[config.mk]
export PLATFORM = sky130hd
export DESIGN_NAME = first_fit_arena_allocator
export DESIGN_NICKNAME = d
export VERILOG_FILES = /design/src/rtl/ffaa_pkg.sv /design/src/rtl/first_fit_arena_allocator.sv /design/src/rtl/ffaa_datapath.sv /design/src/rtl/ffaa_ctrl.sv
export SDC_FILE = /design/constraint.sdc
export NUM_CORES = 2
export LEC_CHECK = 0
export BUFFER_PORTS_ARGS = -buffer_cell sky130_fd_sc_hd__buf_2
export CORE_AREA = 2 2 341 343
export CTS_CLUSTER_SIZE = 24
export DETAILED_ROUTE_END_ITERATION = 7
export DIE_AREA = 0 0 343 345
export PLACE_DENSITY = 0.74
export SETUP_SLACK_MARGIN = 0.05
export SKIP_LAST_GASP = 1
export SLEW_MARGIN = 20
export SYNTH_ARGS = -nofsm -noshare
export SYNTH_HDL_FRONTEND = slang
export SYNTH_HIERARCHICAL = 1
export SYNTH_SLANG_ARGS = --single-unit
export TNS_END_PERCENT = 10
[constraint.sdc]
create_clock -name clk -period 12.3 [get_ports clk]
set_input_delay 2.46 -clock clk [delete_from_list [all_inputs] [get_ports clk]]
set_output_delay 2.46 -clock clk [all_outputs]
set_load 0.02 [all_outputs]
[src/rtl/ffaa_pkg.sv]
// Shared types and constants for the first-fit arena allocator.
// No dependencies; used by every module of the block.
package ffaa_pkg;

  localparam int DEF_MAX_BLOCKS      = 64;
  localparam int DEF_MAX_ARENA_PAGES = 16384;

  localparam int ADDR_W      = 48;
  localparam int BYTES_W     = 32;
  localparam int CFG_PAGES_W = 15;
  localparam int STAT_W      = 2;
  localparam int PAGE_SHIFT  = 12;
  localparam int HDR_BYTES   = 64;
  localparam int PAGE_BYTES  = 4096;
  // ceil((bytes + 64) / 4096) fits in this many bits for a 32-bit byte count
  localparam int NEED_W      = BYTES_W + 1 - PAGE_SHIFT;
  localparam int IN_DATA_W   = 80;
  localparam int CFG_DATA_W  = 48;

  localparam logic [STAT_W-1:0] STAT_OK       = 2'd0;
  localparam logic [STAT_W-1:0] STAT_NO_SPACE = 2'd1;
  localparam logic [STAT_W-1:0] STAT_BAD_FREE = 2'd2;

  localparam logic FUNC_ALLOC = 1'b0;
  localparam logic FUNC_FREE  = 1'b1;

  localparam logic REG_ARENA_BASE  = 1'b0;
  localparam logic REG_ARENA_PAGES = 1'b1;

  typedef enum logic [3:0] {
    DP_NONE,
    DP_LOAD,
    DP_RD_IDX,
    DP_NEXT,
    DP_TAKE,
    DP_SPLIT_START,
    DP_SH_RD,
    DP_SH_WR,
    DP_SP_W1,
    DP_SP_W0,
    DP_F_CLR,
    DP_M_STEP,
    DP_M_FLUSH
  } dp_op_t;

  typedef struct packed {
    dp_op_t            op;
    logic              res_we;
    logic [STAT_W-1:0] res_status;
    logic              res_grant;
  } dp_cmd_t;

  typedef struct packed {
    logic in_alloc_bad;
    logic in_addr_zero;
    logic arena_unset;
    logic idx_end;
    logic fit;
    logic split_ok;
    logic shift_more;
    logic match;
  } dp_stat_t;

endpackage

[src/rtl/first_fit_arena_allocator.sv]
// First-fit arena allocator: top level joining controller and datapath.
// Each pass (search, free lookup, split shift, merge) visits a table entry in a read state
// followed by a check or write state; the block handles one item at a time.
// The table read data is registered, so each entry's read and use fall in separate states.
// Reset (synchronous, rst_n low): arena unset, table holds one block, no result pending.
// A result may wait on out_ while the next beat is taken on in_.
module first_fit_arena_allocator #(
  parameter int MAX_BLOCKS      = ffaa_pkg::DEF_MAX_BLOCKS,
  parameter int MAX_ARENA_PAGES = ffaa_pkg::DEF_MAX_ARENA_PAGES
) (
  input  logic                            clk,
  input  logic                            rst_n,
  input  logic                            in_tvalid,
  output logic                            in_tready,
  input  logic [ffaa_pkg::IN_DATA_W-1:0]  in_tdata,   // byte_count[31:0], address[79:32]
  input  logic                            in_tuser,   // func
  output logic                            out_tvalid,
  input  logic                            out_tready,
  output logic [ffaa_pkg::ADDR_W-1:0]     out_tdata,  // granted_address[47:0]
  output logic [ffaa_pkg::STAT_W-1:0]     out_tuser,  // status[1:0]
  input  logic                            cfg_valid,
  output logic                            cfg_ready,
  input  logic                            cfg_index,
  input  logic [ffaa_pkg::CFG_DATA_W-1:0] cfg_data
);
  import ffaa_pkg::*;

  dp_cmd_t  cmd;
  dp_stat_t stat;

  ffaa_ctrl u_ctrl (
    .clk        (clk),
    .rst_n      (rst_n),
    .in_tvalid  (in_tvalid),
    .in_tready  (in_tready),
    .in_tuser   (in_tuser),
    .out_tvalid (out_tvalid),
    .out_tready (out_tready),
    .cfg_ready  (cfg_ready),
    .stat       (stat),
    .cmd        (cmd)
  );

  ffaa_datapath #(
    .MAX_BLOCKS      (MAX_BLOCKS),
    .MAX_ARENA_PAGES (MAX_ARENA_PAGES)
  ) u_dp (
    .clk       (clk),
    .rst_n     (rst_n),
    .in_tdata  (in_tdata),
    .cfg_we    (cfg_valid && cfg_ready),
    .cfg_index (cfg_index),
    .cfg_data  (cfg_data),
    .cmd       (cmd),
    .stat      (stat),
    .out_tdata (out_tdata),
    .out_tuser (out_tuser)
  );

endmodule

[src/rtl/ffaa_datapath.sv]
// Datapath: block table memory, scan counters, offset and address arithmetic.
// Depends on ffaa_pkg; driven by ffaa_ctrl through dp_cmd_t.
module ffaa_datapath #(
  parameter int MAX_BLOCKS      = ffaa_pkg::DEF_MAX_BLOCKS,
  parameter int MAX_ARENA_PAGES = ffaa_pkg::DEF_MAX_ARENA_PAGES
) (
  input  logic                                clk,
  input  logic                                rst_n,
  input  logic [ffaa_pkg::IN_DATA_W-1:0]      in_tdata,
  input  logic                                cfg_we,
  input  logic                                cfg_index,
  input  logic [ffaa_pkg::CFG_DATA_W-1:0]     cfg_data,
  input  ffaa_pkg::dp_cmd_t                   cmd,
  output ffaa_pkg::dp_stat_t                  stat,
  output logic [ffaa_pkg::ADDR_W-1:0]         out_tdata,
  output logic [ffaa_pkg::STAT_W-1:0]         out_tuser
);
  import ffaa_pkg::*;

  localparam int PW   = $clog2(MAX_ARENA_PAGES + 1);
  localparam int IW   = $clog2(MAX_BLOCKS);
  localparam int CW   = $clog2(MAX_BLOCKS + 1);
  localparam int CMPW = ((PW > NEED_W) ? PW : NEED_W) + 1;

  logic [PW:0]         mem [MAX_BLOCKS];
  logic [PW:0]         q_r;
  logic                we, re;
  logic [IW-1:0]       wa, ra;
  logic [PW:0]         wd;

  logic [ADDR_W-1:0]   base_r;
  logic [PW-1:0]       arena_r;
  logic [CW-1:0]       total_r, idx_r, k_r, wr_r;
  logic [PW-1:0]       off_r, rem_r;
  logic [PW:0]         pend_r;
  logic                hp_r;
  logic [ADDR_W-1:0]   addr_r;
  logic [NEED_W-1:0]   need_r;

  logic [PW-1:0]       q_pg;
  logic                q_busy;
  logic [BYTES_W:0]    need_sum;
  logic [ADDR_W-1:0]   uaddr;
  logic [CW-1:0]       idx_p1, k_m1;
  logic                mergeable;
  logic [PW-1:0]       pages_sat;

  assign q_pg   = q_r[PW-1:0];
  assign q_busy = q_r[PW];
  assign need_sum = {1'b0, in_tdata[BYTES_W-1:0]} + (BYTES_W+1)'(HDR_BYTES + PAGE_BYTES - 1);
  assign uaddr  = base_r + (ADDR_W'(off_r) << PAGE_SHIFT) + ADDR_W'(HDR_BYTES);
  assign idx_p1 = idx_r + CW'(1);
  assign k_m1   = k_r - CW'(1);
  assign mergeable = hp_r && !pend_r[PW] && !q_busy;

  always_comb begin
    if (32'(cfg_data[CFG_PAGES_W-1:0]) > 32'(MAX_ARENA_PAGES)) begin
      pages_sat = PW'(MAX_ARENA_PAGES);
    end else begin
      pages_sat = PW'(cfg_data[CFG_PAGES_W-1:0]);
    end
  end

  assign stat.in_alloc_bad = (arena_r == '0) || (in_tdata[BYTES_W-1:0] == '0);
  assign stat.in_addr_zero = (in_tdata[BYTES_W +: ADDR_W] == '0);
  assign stat.arena_unset  = (arena_r == '0);
  assign stat.idx_end      = (idx_r >= total_r);
  assign stat.fit          = !q_busy && (CMPW'(q_pg) >= CMPW'(need_r));
  assign stat.split_ok     = (CMPW'(q_pg) >= CMPW'(need_r) + CMPW'(2)) &&
                             (total_r < CW'(MAX_BLOCKS));
  assign stat.shift_more   = (k_r > idx_p1);
  assign stat.match        = (uaddr == addr_r);

  always_comb begin
    we = 1'b0;
    re = 1'b0;
    wa = idx_r[IW-1:0];
    ra = idx_r[IW-1:0];
    wd = q_r;
    case (cmd.op)
      DP_RD_IDX: re = 1'b1;
      DP_TAKE: begin
        we = 1'b1;
        wd = {1'b1, q_pg};
      end
      DP_SH_RD: begin
        re = 1'b1;
        ra = k_m1[IW-1:0];
      end
      DP_SH_WR: begin
        we = 1'b1;
        wa = k_r[IW-1:0];
      end
      DP_SP_W1: begin
        we = 1'b1;
        wa = idx_p1[IW-1:0];
        wd = {1'b0, rem_r};
      end
      DP_SP_W0: begin
        we = 1'b1;
        wd = {1'b1, PW'(need_r)};
      end
      DP_F_CLR: begin
        we = 1'b1;
        wd = {1'b0, q_pg};
      end
      DP_M_STEP: begin
        we = hp_r && !mergeable;
        wa = wr_r[IW-1:0];
        wd = pend_r;
      end
      DP_M_FLUSH: begin
        we = 1'b1;
        wa = wr_r[IW-1:0];
        wd = pend_r;
      end
      default: ;
    endcase
    if (cfg_we && cfg_index == REG_ARENA_PAGES) begin
      we = 1'b1;
      wa = '0;
      wd = {1'b0, pages_sat};
    end
  end

  always_ff @(posedge clk) begin
    if (we) begin
      mem[wa] <= wd;
    end
    if (re) begin
      q_r <= mem[ra];
    end
  end

  always_ff @(posedge clk) begin
    if (!rst_n) begin
      base_r  <= '0;
      arena_r <= '0;
      total_r <= CW'(1);
      hp_r    <= 1'b0;
    end else begin
      if (cfg_we) begin
        if (cfg_index == REG_ARENA_BASE) begin
          base_r <= cfg_data;
        end else begin
          arena_r <= pages_sat;
          total_r <= CW'(1);
        end
      end
      case (cmd.op)
        DP_SP_W0:   total_r <= total_r + CW'(1);
        DP_F_CLR:   hp_r <= 1'b0;
        DP_M_STEP:  hp_r <= 1'b1;
        DP_M_FLUSH: total_r <= wr_r + CW'(1);
        default: ;
      endcase
    end
  end

  always_ff @(posedge clk) begin
    case (cmd.op)
      DP_LOAD: begin
        addr_r <= in_tdata[BYTES_W +: ADDR_W];
        need_r <= need_sum[BYTES_W:PAGE_SHIFT];
        idx_r  <= '0;
        off_r  <= '0;
      end
      DP_NEXT: begin
        off_r <= off_r + q_pg;
        idx_r <= idx_p1;
      end
      DP_SPLIT_START: begin
        k_r   <= total_r;
        rem_r <= q_pg - PW'(need_r);
      end
      DP_SH_WR: k_r <= k_m1;
      DP_F_CLR: begin
        idx_r <= '0;
        wr_r  <= '0;
      end
      DP_M_STEP: begin
        idx_r <= idx_p1;
        if (mergeable) begin
          pend_r <= {pend_r[PW], pend_r[PW-1:0] + q_pg};
        end else begin
          if (hp_r) begin
            wr_r <= wr_r + CW'(1);
          end
          pend_r <= q_r;
        end
      end
      default: ;
    endcase
    if (cmd.res_we) begin
      out_tdata <= cmd.res_grant ? uaddr : '0;
      out_tuser <= cmd.res_status;
    end
  end

endmodule

[src/rtl/ffaa_ctrl.sv]
// Controller: sequences search, split shift, free lookup and merge passes.
// Depends on ffaa_pkg; commands ffaa_datapath and owns the handshakes.
module ffaa_ctrl (
  input  logic               clk,
  input  logic               rst_n,
  input  logic               in_tvalid,
  output logic               in_tready,
  input  logic               in_tuser,
  output logic               out_tvalid,
  input  logic               out_tready,
  output logic               cfg_ready,
  input  ffaa_pkg::dp_stat_t stat,
  output ffaa_pkg::dp_cmd_t  cmd
);
  import ffaa_pkg::*;

  typedef enum logic [3:0] {
    S_IDLE, S_A_RD, S_A_CHK, S_SH_RD, S_SH_WR, S_SP_W1, S_SP_W0,
    S_F_RD, S_F_CHK, S_M_RD, S_M_CHK, S_M_FL, S_RES
  } state_t;

  state_t            state_r, state_nxt;
  logic              out_valid_r, out_valid_nxt;
  logic [STAT_W-1:0] res_stat_r, res_stat_nxt;
  logic              res_grant_r, res_grant_nxt;

  assign in_tready  = (state_r == S_IDLE);
  assign cfg_ready  = (state_r == S_IDLE);
  assign out_tvalid = out_valid_r;

  always_comb begin
    state_nxt      = state_r;
    res_stat_nxt   = res_stat_r;
    res_grant_nxt  = res_grant_r;
    out_valid_nxt  = out_valid_r && !out_tready;
    cmd.op         = DP_NONE;
    cmd.res_we     = 1'b0;
    cmd.res_status = res_stat_r;
    cmd.res_grant  = res_grant_r;
    case (state_r)
      S_IDLE: begin
        if (in_tvalid) begin
          cmd.op        = DP_LOAD;
          res_grant_nxt = 1'b0;
          state_nxt     = S_RES;
          if (in_tuser == FUNC_ALLOC) begin
            res_stat_nxt = STAT_NO_SPACE;
            if (!stat.in_alloc_bad) begin
              state_nxt = S_A_RD;
            end
          end else if (stat.in_addr_zero) begin
            res_stat_nxt = STAT_OK;
          end else if (stat.arena_unset) begin
            res_stat_nxt = STAT_NO_SPACE;
          end else begin
            res_stat_nxt = STAT_BAD_FREE;
            state_nxt    = S_F_RD;
          end
        end
      end
      S_A_RD: begin
        if (stat.idx_end) begin
          state_nxt = S_RES;
        end else begin
          cmd.op    = DP_RD_IDX;
          state_nxt = S_A_CHK;
        end
      end
      S_A_CHK: begin
        if (stat.fit) begin
          res_stat_nxt  = STAT_OK;
          res_grant_nxt = 1'b1;
          if (stat.split_ok) begin
            cmd.op    = DP_SPLIT_START;
            state_nxt = S_SH_RD;
          end else begin
            cmd.op    = DP_TAKE;
            state_nxt = S_RES;
          end
        end else begin
          cmd.op    = DP_NEXT;
          state_nxt = S_A_RD;
        end
      end
      S_SH_RD: begin
        if (stat.shift_more) begin
          cmd.op    = DP_SH_RD;
          state_nxt = S_SH_WR;
        end else begin
          state_nxt = S_SP_W1;
        end
      end
      S_SH_WR: begin
        cmd.op    = DP_SH_WR;
        state_nxt = S_SH_RD;
      end
      S_SP_W1: begin
        cmd.op    = DP_SP_W1;
        state_nxt = S_SP_W0;
      end
      S_SP_W0: begin
        cmd.op    = DP_SP_W0;
        state_nxt = S_RES;
      end
      S_F_RD: begin
        if (stat.idx_end) begin
          state_nxt = S_RES;
        end else begin
          cmd.op    = DP_RD_IDX;
          state_nxt = S_F_CHK;
        end
      end
      S_F_CHK: begin
        if (stat.match) begin
          cmd.op       = DP_F_CLR;
          res_stat_nxt = STAT_OK;
          state_nxt    = S_M_RD;
        end else begin
          cmd.op    = DP_NEXT;
          state_nxt = S_F_RD;
        end
      end
      S_M_RD: begin
        if (stat.idx_end) begin
          state_nxt = S_M_FL;
        end else begin
          cmd.op    = DP_RD_IDX;
          state_nxt = S_M_CHK;
        end
      end
      S_M_CHK: begin
        cmd.op    = DP_M_STEP;
        state_nxt = S_M_RD;
      end
      S_M_FL: begin
        cmd.op    = DP_M_FLUSH;
        state_nxt = S_RES;
      end
      S_RES: begin
        if (!out_valid_r || out_tready) begin
          cmd.res_we    = 1'b1;
          out_valid_nxt = 1'b1;
          state_nxt     = S_IDLE;
        end
      end
      default: state_nxt = S_IDLE;
    endcase
  end

  always_ff @(posedge clk) begin
    if (!rst_n) begin
      state_r     <= S_IDLE;
      out_valid_r <= 1'b0;
      res_stat_r  <= STAT_OK;
      res_grant_r <= 1'b0;
    end else begin
      state_r     <= state_nxt;
      out_valid_r <= out_valid_nxt;
      res_stat_r  <= res_stat_nxt;
      res_grant_r <= res_grant_nxt;
    end
  end

endmodule

==> summary.md <==
| Metric | Value |
|---|---|
| Run status | complete, no violations |
| Worst path depth | 26 |
| Critical Path Sink Type | flop |
| Clock power share | between 20% and 30% |
| Site Rows | 125 |
| Syn_nets | ~3.9k |
| Clock sinks | between 1k and 1.5k |
| Final period utilization | 75.7% |
| Commonest non-fill, non-tap cell in the layout | edfxtp_1 |
| Hold WC Path Type | flop to flop |
| Synth warnings | 6 |
| Register area share after synthesis | around 67% |
| CP Launch Type | flop |
| Clock slew at reported path FFs | 60 ps |
| Die W | approximately 340 um |
| Post-route design area | approximately 0.064 mm2 |
| DR vias | between 30k and 40k |
| Delay-heaviest family, CP | simple AND/OR/NAND/NOR gates |
| Worst Path Arrival | 9740 ps |
| Max stage delay cell, worst path | buf_4 |
| CTS tree | done |
| Avg Inst Size Synth | about 16 um2 |
| Fmax | approximately 110 MHz |
| Worst-skew pair later-pin latency | 770 ps |
| Largest net degree at the start of global routing | between 100 and 150 |
| GRT Residual Overflow | 0 |
| Initial DRC count | 3809 |
| Number of flops mapped to enable cells by yosys | roughly 1.2k |
| Max stage delay on crit path | between 800 and 900 ps |
| Internal | approximately 0.011 W |
| Num CTS Buffers | 133 |
| Comb pwr share | between 30% and 40% |
| Hold Crit Depth | 0 |
| Crit-path max FO | between 50 and 60 |
| Register bit total from synthesis | between 1k and 1.5k |
| Switching power share of the total | a little over a third |
| Required @ worst endpoint | 12730 ps |
| DRC Markers | 0 |
| Area grow syn2layout | 12.9% |
| Io pins | ~190 |
| P_leak | 21.3 nW |
| Filler cell count | 8815 |
| Die H | 345 um |
| Fin Setup TNS | 0 ps |
| Die ar. | roughly 0.12 mm2 |
| Placed cells | 5252 |
| Seq pwr share | slightly below 40% |
| Hold Fails Final Rpt | 0 |
| Routability cong. | between 0.9 and 1 |
| Worst path bufs/invs | 2 |
| Ys flop type | edfxtp_1 |
| Max VDD drop | between 0.2 and 0.25 mV |
| Vias per cell | 6.13 |
| WL/cell | approximately 26 um |
| Total power | approximately 0.017 W |
| Clock Path Buffers | 3 |
| Clock period minus worst slack | roughly 9300 ps |
| Post-CTS Setup Inserts | 0 |
| HPWL Detailed | around 90 mm |
| Ranking of synthesized cells by area | edfxtp_1 (64%), mux4_2 (10%), dfxtp_1 (2.8%) |
| Switch Pwr | around 0.006 W |
| Hold buffer count at cts | 0 |
| Final Util | between 50% and 60% |
| Starting Density | about half |
| Multi-input gate area | 0.0178 mm2 |
| Nets | between 4k and 5k |
| Slew margin rel. | 27.3% |
| Storage cell area | between 0.03 and 0.04 mm2 |
| CTS resizes | 0 |
| RSZ-0062 raised after global routing | false |
| Skew final | roughly 54 ps |
| Post-synth top area cell | edfxtp_1 |
| Synth unique cells | 92 |
| Ys async rst share | 0% |
| Post-Synthesis Cell Area | about 0.057 mm2 |
| Layout cells sized above 1 | between 20% and 30% |
| Syn Inst Count | ~3.6k |
| Top-area cell type share of the netlist area | ~64% |
| Post-Layout Cell Count | about 5.5k |
| IO buf count | approximately 190 |
| CTS root buffer | clkbuf_16 |
| Slew Limit Fails | 0 |
| WS Path Type | flop to flop |
| Drt first pass iters | 8 |
| Worst-Margin Slew | approximately 1100 ps |
| Max cap viols | 0 |
| WL final | approximately 140 mm |
| PD cells | approximately 260 mW/mm2 |
| Placed cell areas | roughly 0.06 mm2 |
| Core footprint | 0.115 mm2 |
| Vias in the first global route | 33.1k |
| Initial antenna violation count | 6 |
| First-pass GRT wire length | 212 mm |
| Gr usage total | 24.0% |
| R2R cell count | 26 |
| Htree depth | 4 |
| Antenna-violating nets left | 0 |
| Final setup viols | 0 |
| Commonest cells after routing, fill and taps aside | edfxtp_1 (1226), mux4_2 (256), nand2_1 (255), nor2_1 (208), buf_2 (187) |
-- power groups by stage --
| stage | combinational (W) | clock, W | sequential (W) |
|---|---|---|---|
| finish | 0.00613 | 0.00393 | 0.00655 |
| global route | 0.00657 | 0.00416 | 0.00658 |
| CTS | 0.00611 | 0.00398 | 0.00653 |
| detailed placement | 0.00606 | 0 | 0.00662 |
| global placement | 0.00597 | 0 | 0.00661 |
| floorplan | 0.00416 | 0 | 0.00655 |
-- final timing paths --
path | endpoint | start | slack (ps)
setup / recovery | u_dp/q_r[3]$_DFFE_PP_ | u_dp/off_r[12]$_SDFFCE_PN0P_ | 2990
hold / removal | u_dp/out_tuser[1]$_DFFE_PP_ | u_ctrl/res_stat_r[1]$_SDFFE_PN0P_ | 440
setup reg to reg | u_dp/q_r[3]$_DFFE_PP_ | u_dp/off_r[12]$_SDFFCE_PN0P_ | 2990
hold reg to reg | u_dp/out_tuser[1]$_DFFE_PP_ | u_ctrl/res_stat_r[1]$_SDFFE_PN0P_ | 440
-- sequential cells by signal, summed over array words and instances, names as in the netlist, 4 cells and up --
name            flops
u_dp/mem         1024
u_dp/addr_r        48
u_dp/base_r        48
u_dp/out_tdata     48
u_dp/need_r        21
u_dp/pend_r        16
u_dp/q_r           16
u_dp/arena_r       15
u_dp/off_r         15
u_dp/rem_r         15
u_dp/idx_r          7
u_dp/k_r            7
u_dp/total_r        7
u_dp/wr_r           7
u_ctrl/state_r      4
-- through the flow --
step                      hold WS, ps  setup WS, ps
after global routing              450          2490
after detailed placement          420          3270
final                             442          2990
after floorplan                   402          3630
after global placement            417          3360
after CTS                         434          3180
-- worst reg2reg max path, stage by stage, from the launching register on --
cell and delay (ps):
edfxtp_1 420, ha_1 550, nand4_1 190, nor2_1 210, nor4b_1 640, o31a_1 420
nand4_1 220, xor3_1 280, o221ai_1 130, nor4_1 290, nand4_1 210, nor4_2 760
nand2b_4 70, nand2_1 80, a21oi_1 250, nand2b_1 300, nor3_2 160, buf_4 280
nor2_1 100, a21oi_4 590, buf_4 820, mux4_2 430, nor2b_1 140, a211oi_1 280
a211oi_1 150, a211oi_1 770, a21oi_1 270
-- area by class of cell --
cell class / instances / area share [%]
antenna: 4 / 0.0155
clock buffer: 169 / 5.49
clock inverter: 73 / 1.11
inverter: 71 / 0.414
multi-input combinational: 2053 / 27.6
sequential: 1305 / 59.6
tap: 1524 / 2.96
timing repair buffer: 300 / 2.88
-- cells by family (layout without fill, tap and decap cells) --
family | after synthesis | count (layout) | share of synthesized area (%)
flops | 1305 | 1305 | 67.3
simple gates | 849 | 849 | 7.23
compound gates | 617 | 617 | 7.27
mux | 330 | 330 | 11.4
buf+inv | 264 | 613 | 2.12
xor+xnor | 162 | 162 | 2.58
fa+ha+maj | 95 | 95 | 2.13
other cells | 0 | 4 | 0
-- cell usage after synthesis (all sizes together) (5+ instances only) --
cell type and instances:
ha 91, a21o 27, nand2b 20, buf 92
a221oi 18, a222oi 5, a21boi 65, nand3b 7
o2111ai 5, nor4 41, o31ai 6, nand2 255
nor2b 93, a211o 8, nor3b 5, and2 27
mux2i 68, o221ai 6, a21oi 154, o211ai 7
nand3 63, a31oi 15, nor2 208, o311ai 5
nand4 36, o21ai 97, or3 7, o22ai 5
inv 71, or2 8, a211oi 121, a22o 13
mux4 256, and3 28, edfxtp 1226, nor3 37
xnor2 98, mux2 6, dfxtp 79, o21bai 10
xor2 61, clkbuf 101, o21a 12
-- layer usage --
layer	wire length, um	GRT usage [%]	up-vias
li1	-	-	14751
met1	56200	33.4	16927
met5	24	0	-
met2	68600	38.0	1766
met3	13500	4.40	273
met4	4830	8.87	4
Power figures use the tool's default switching activity.
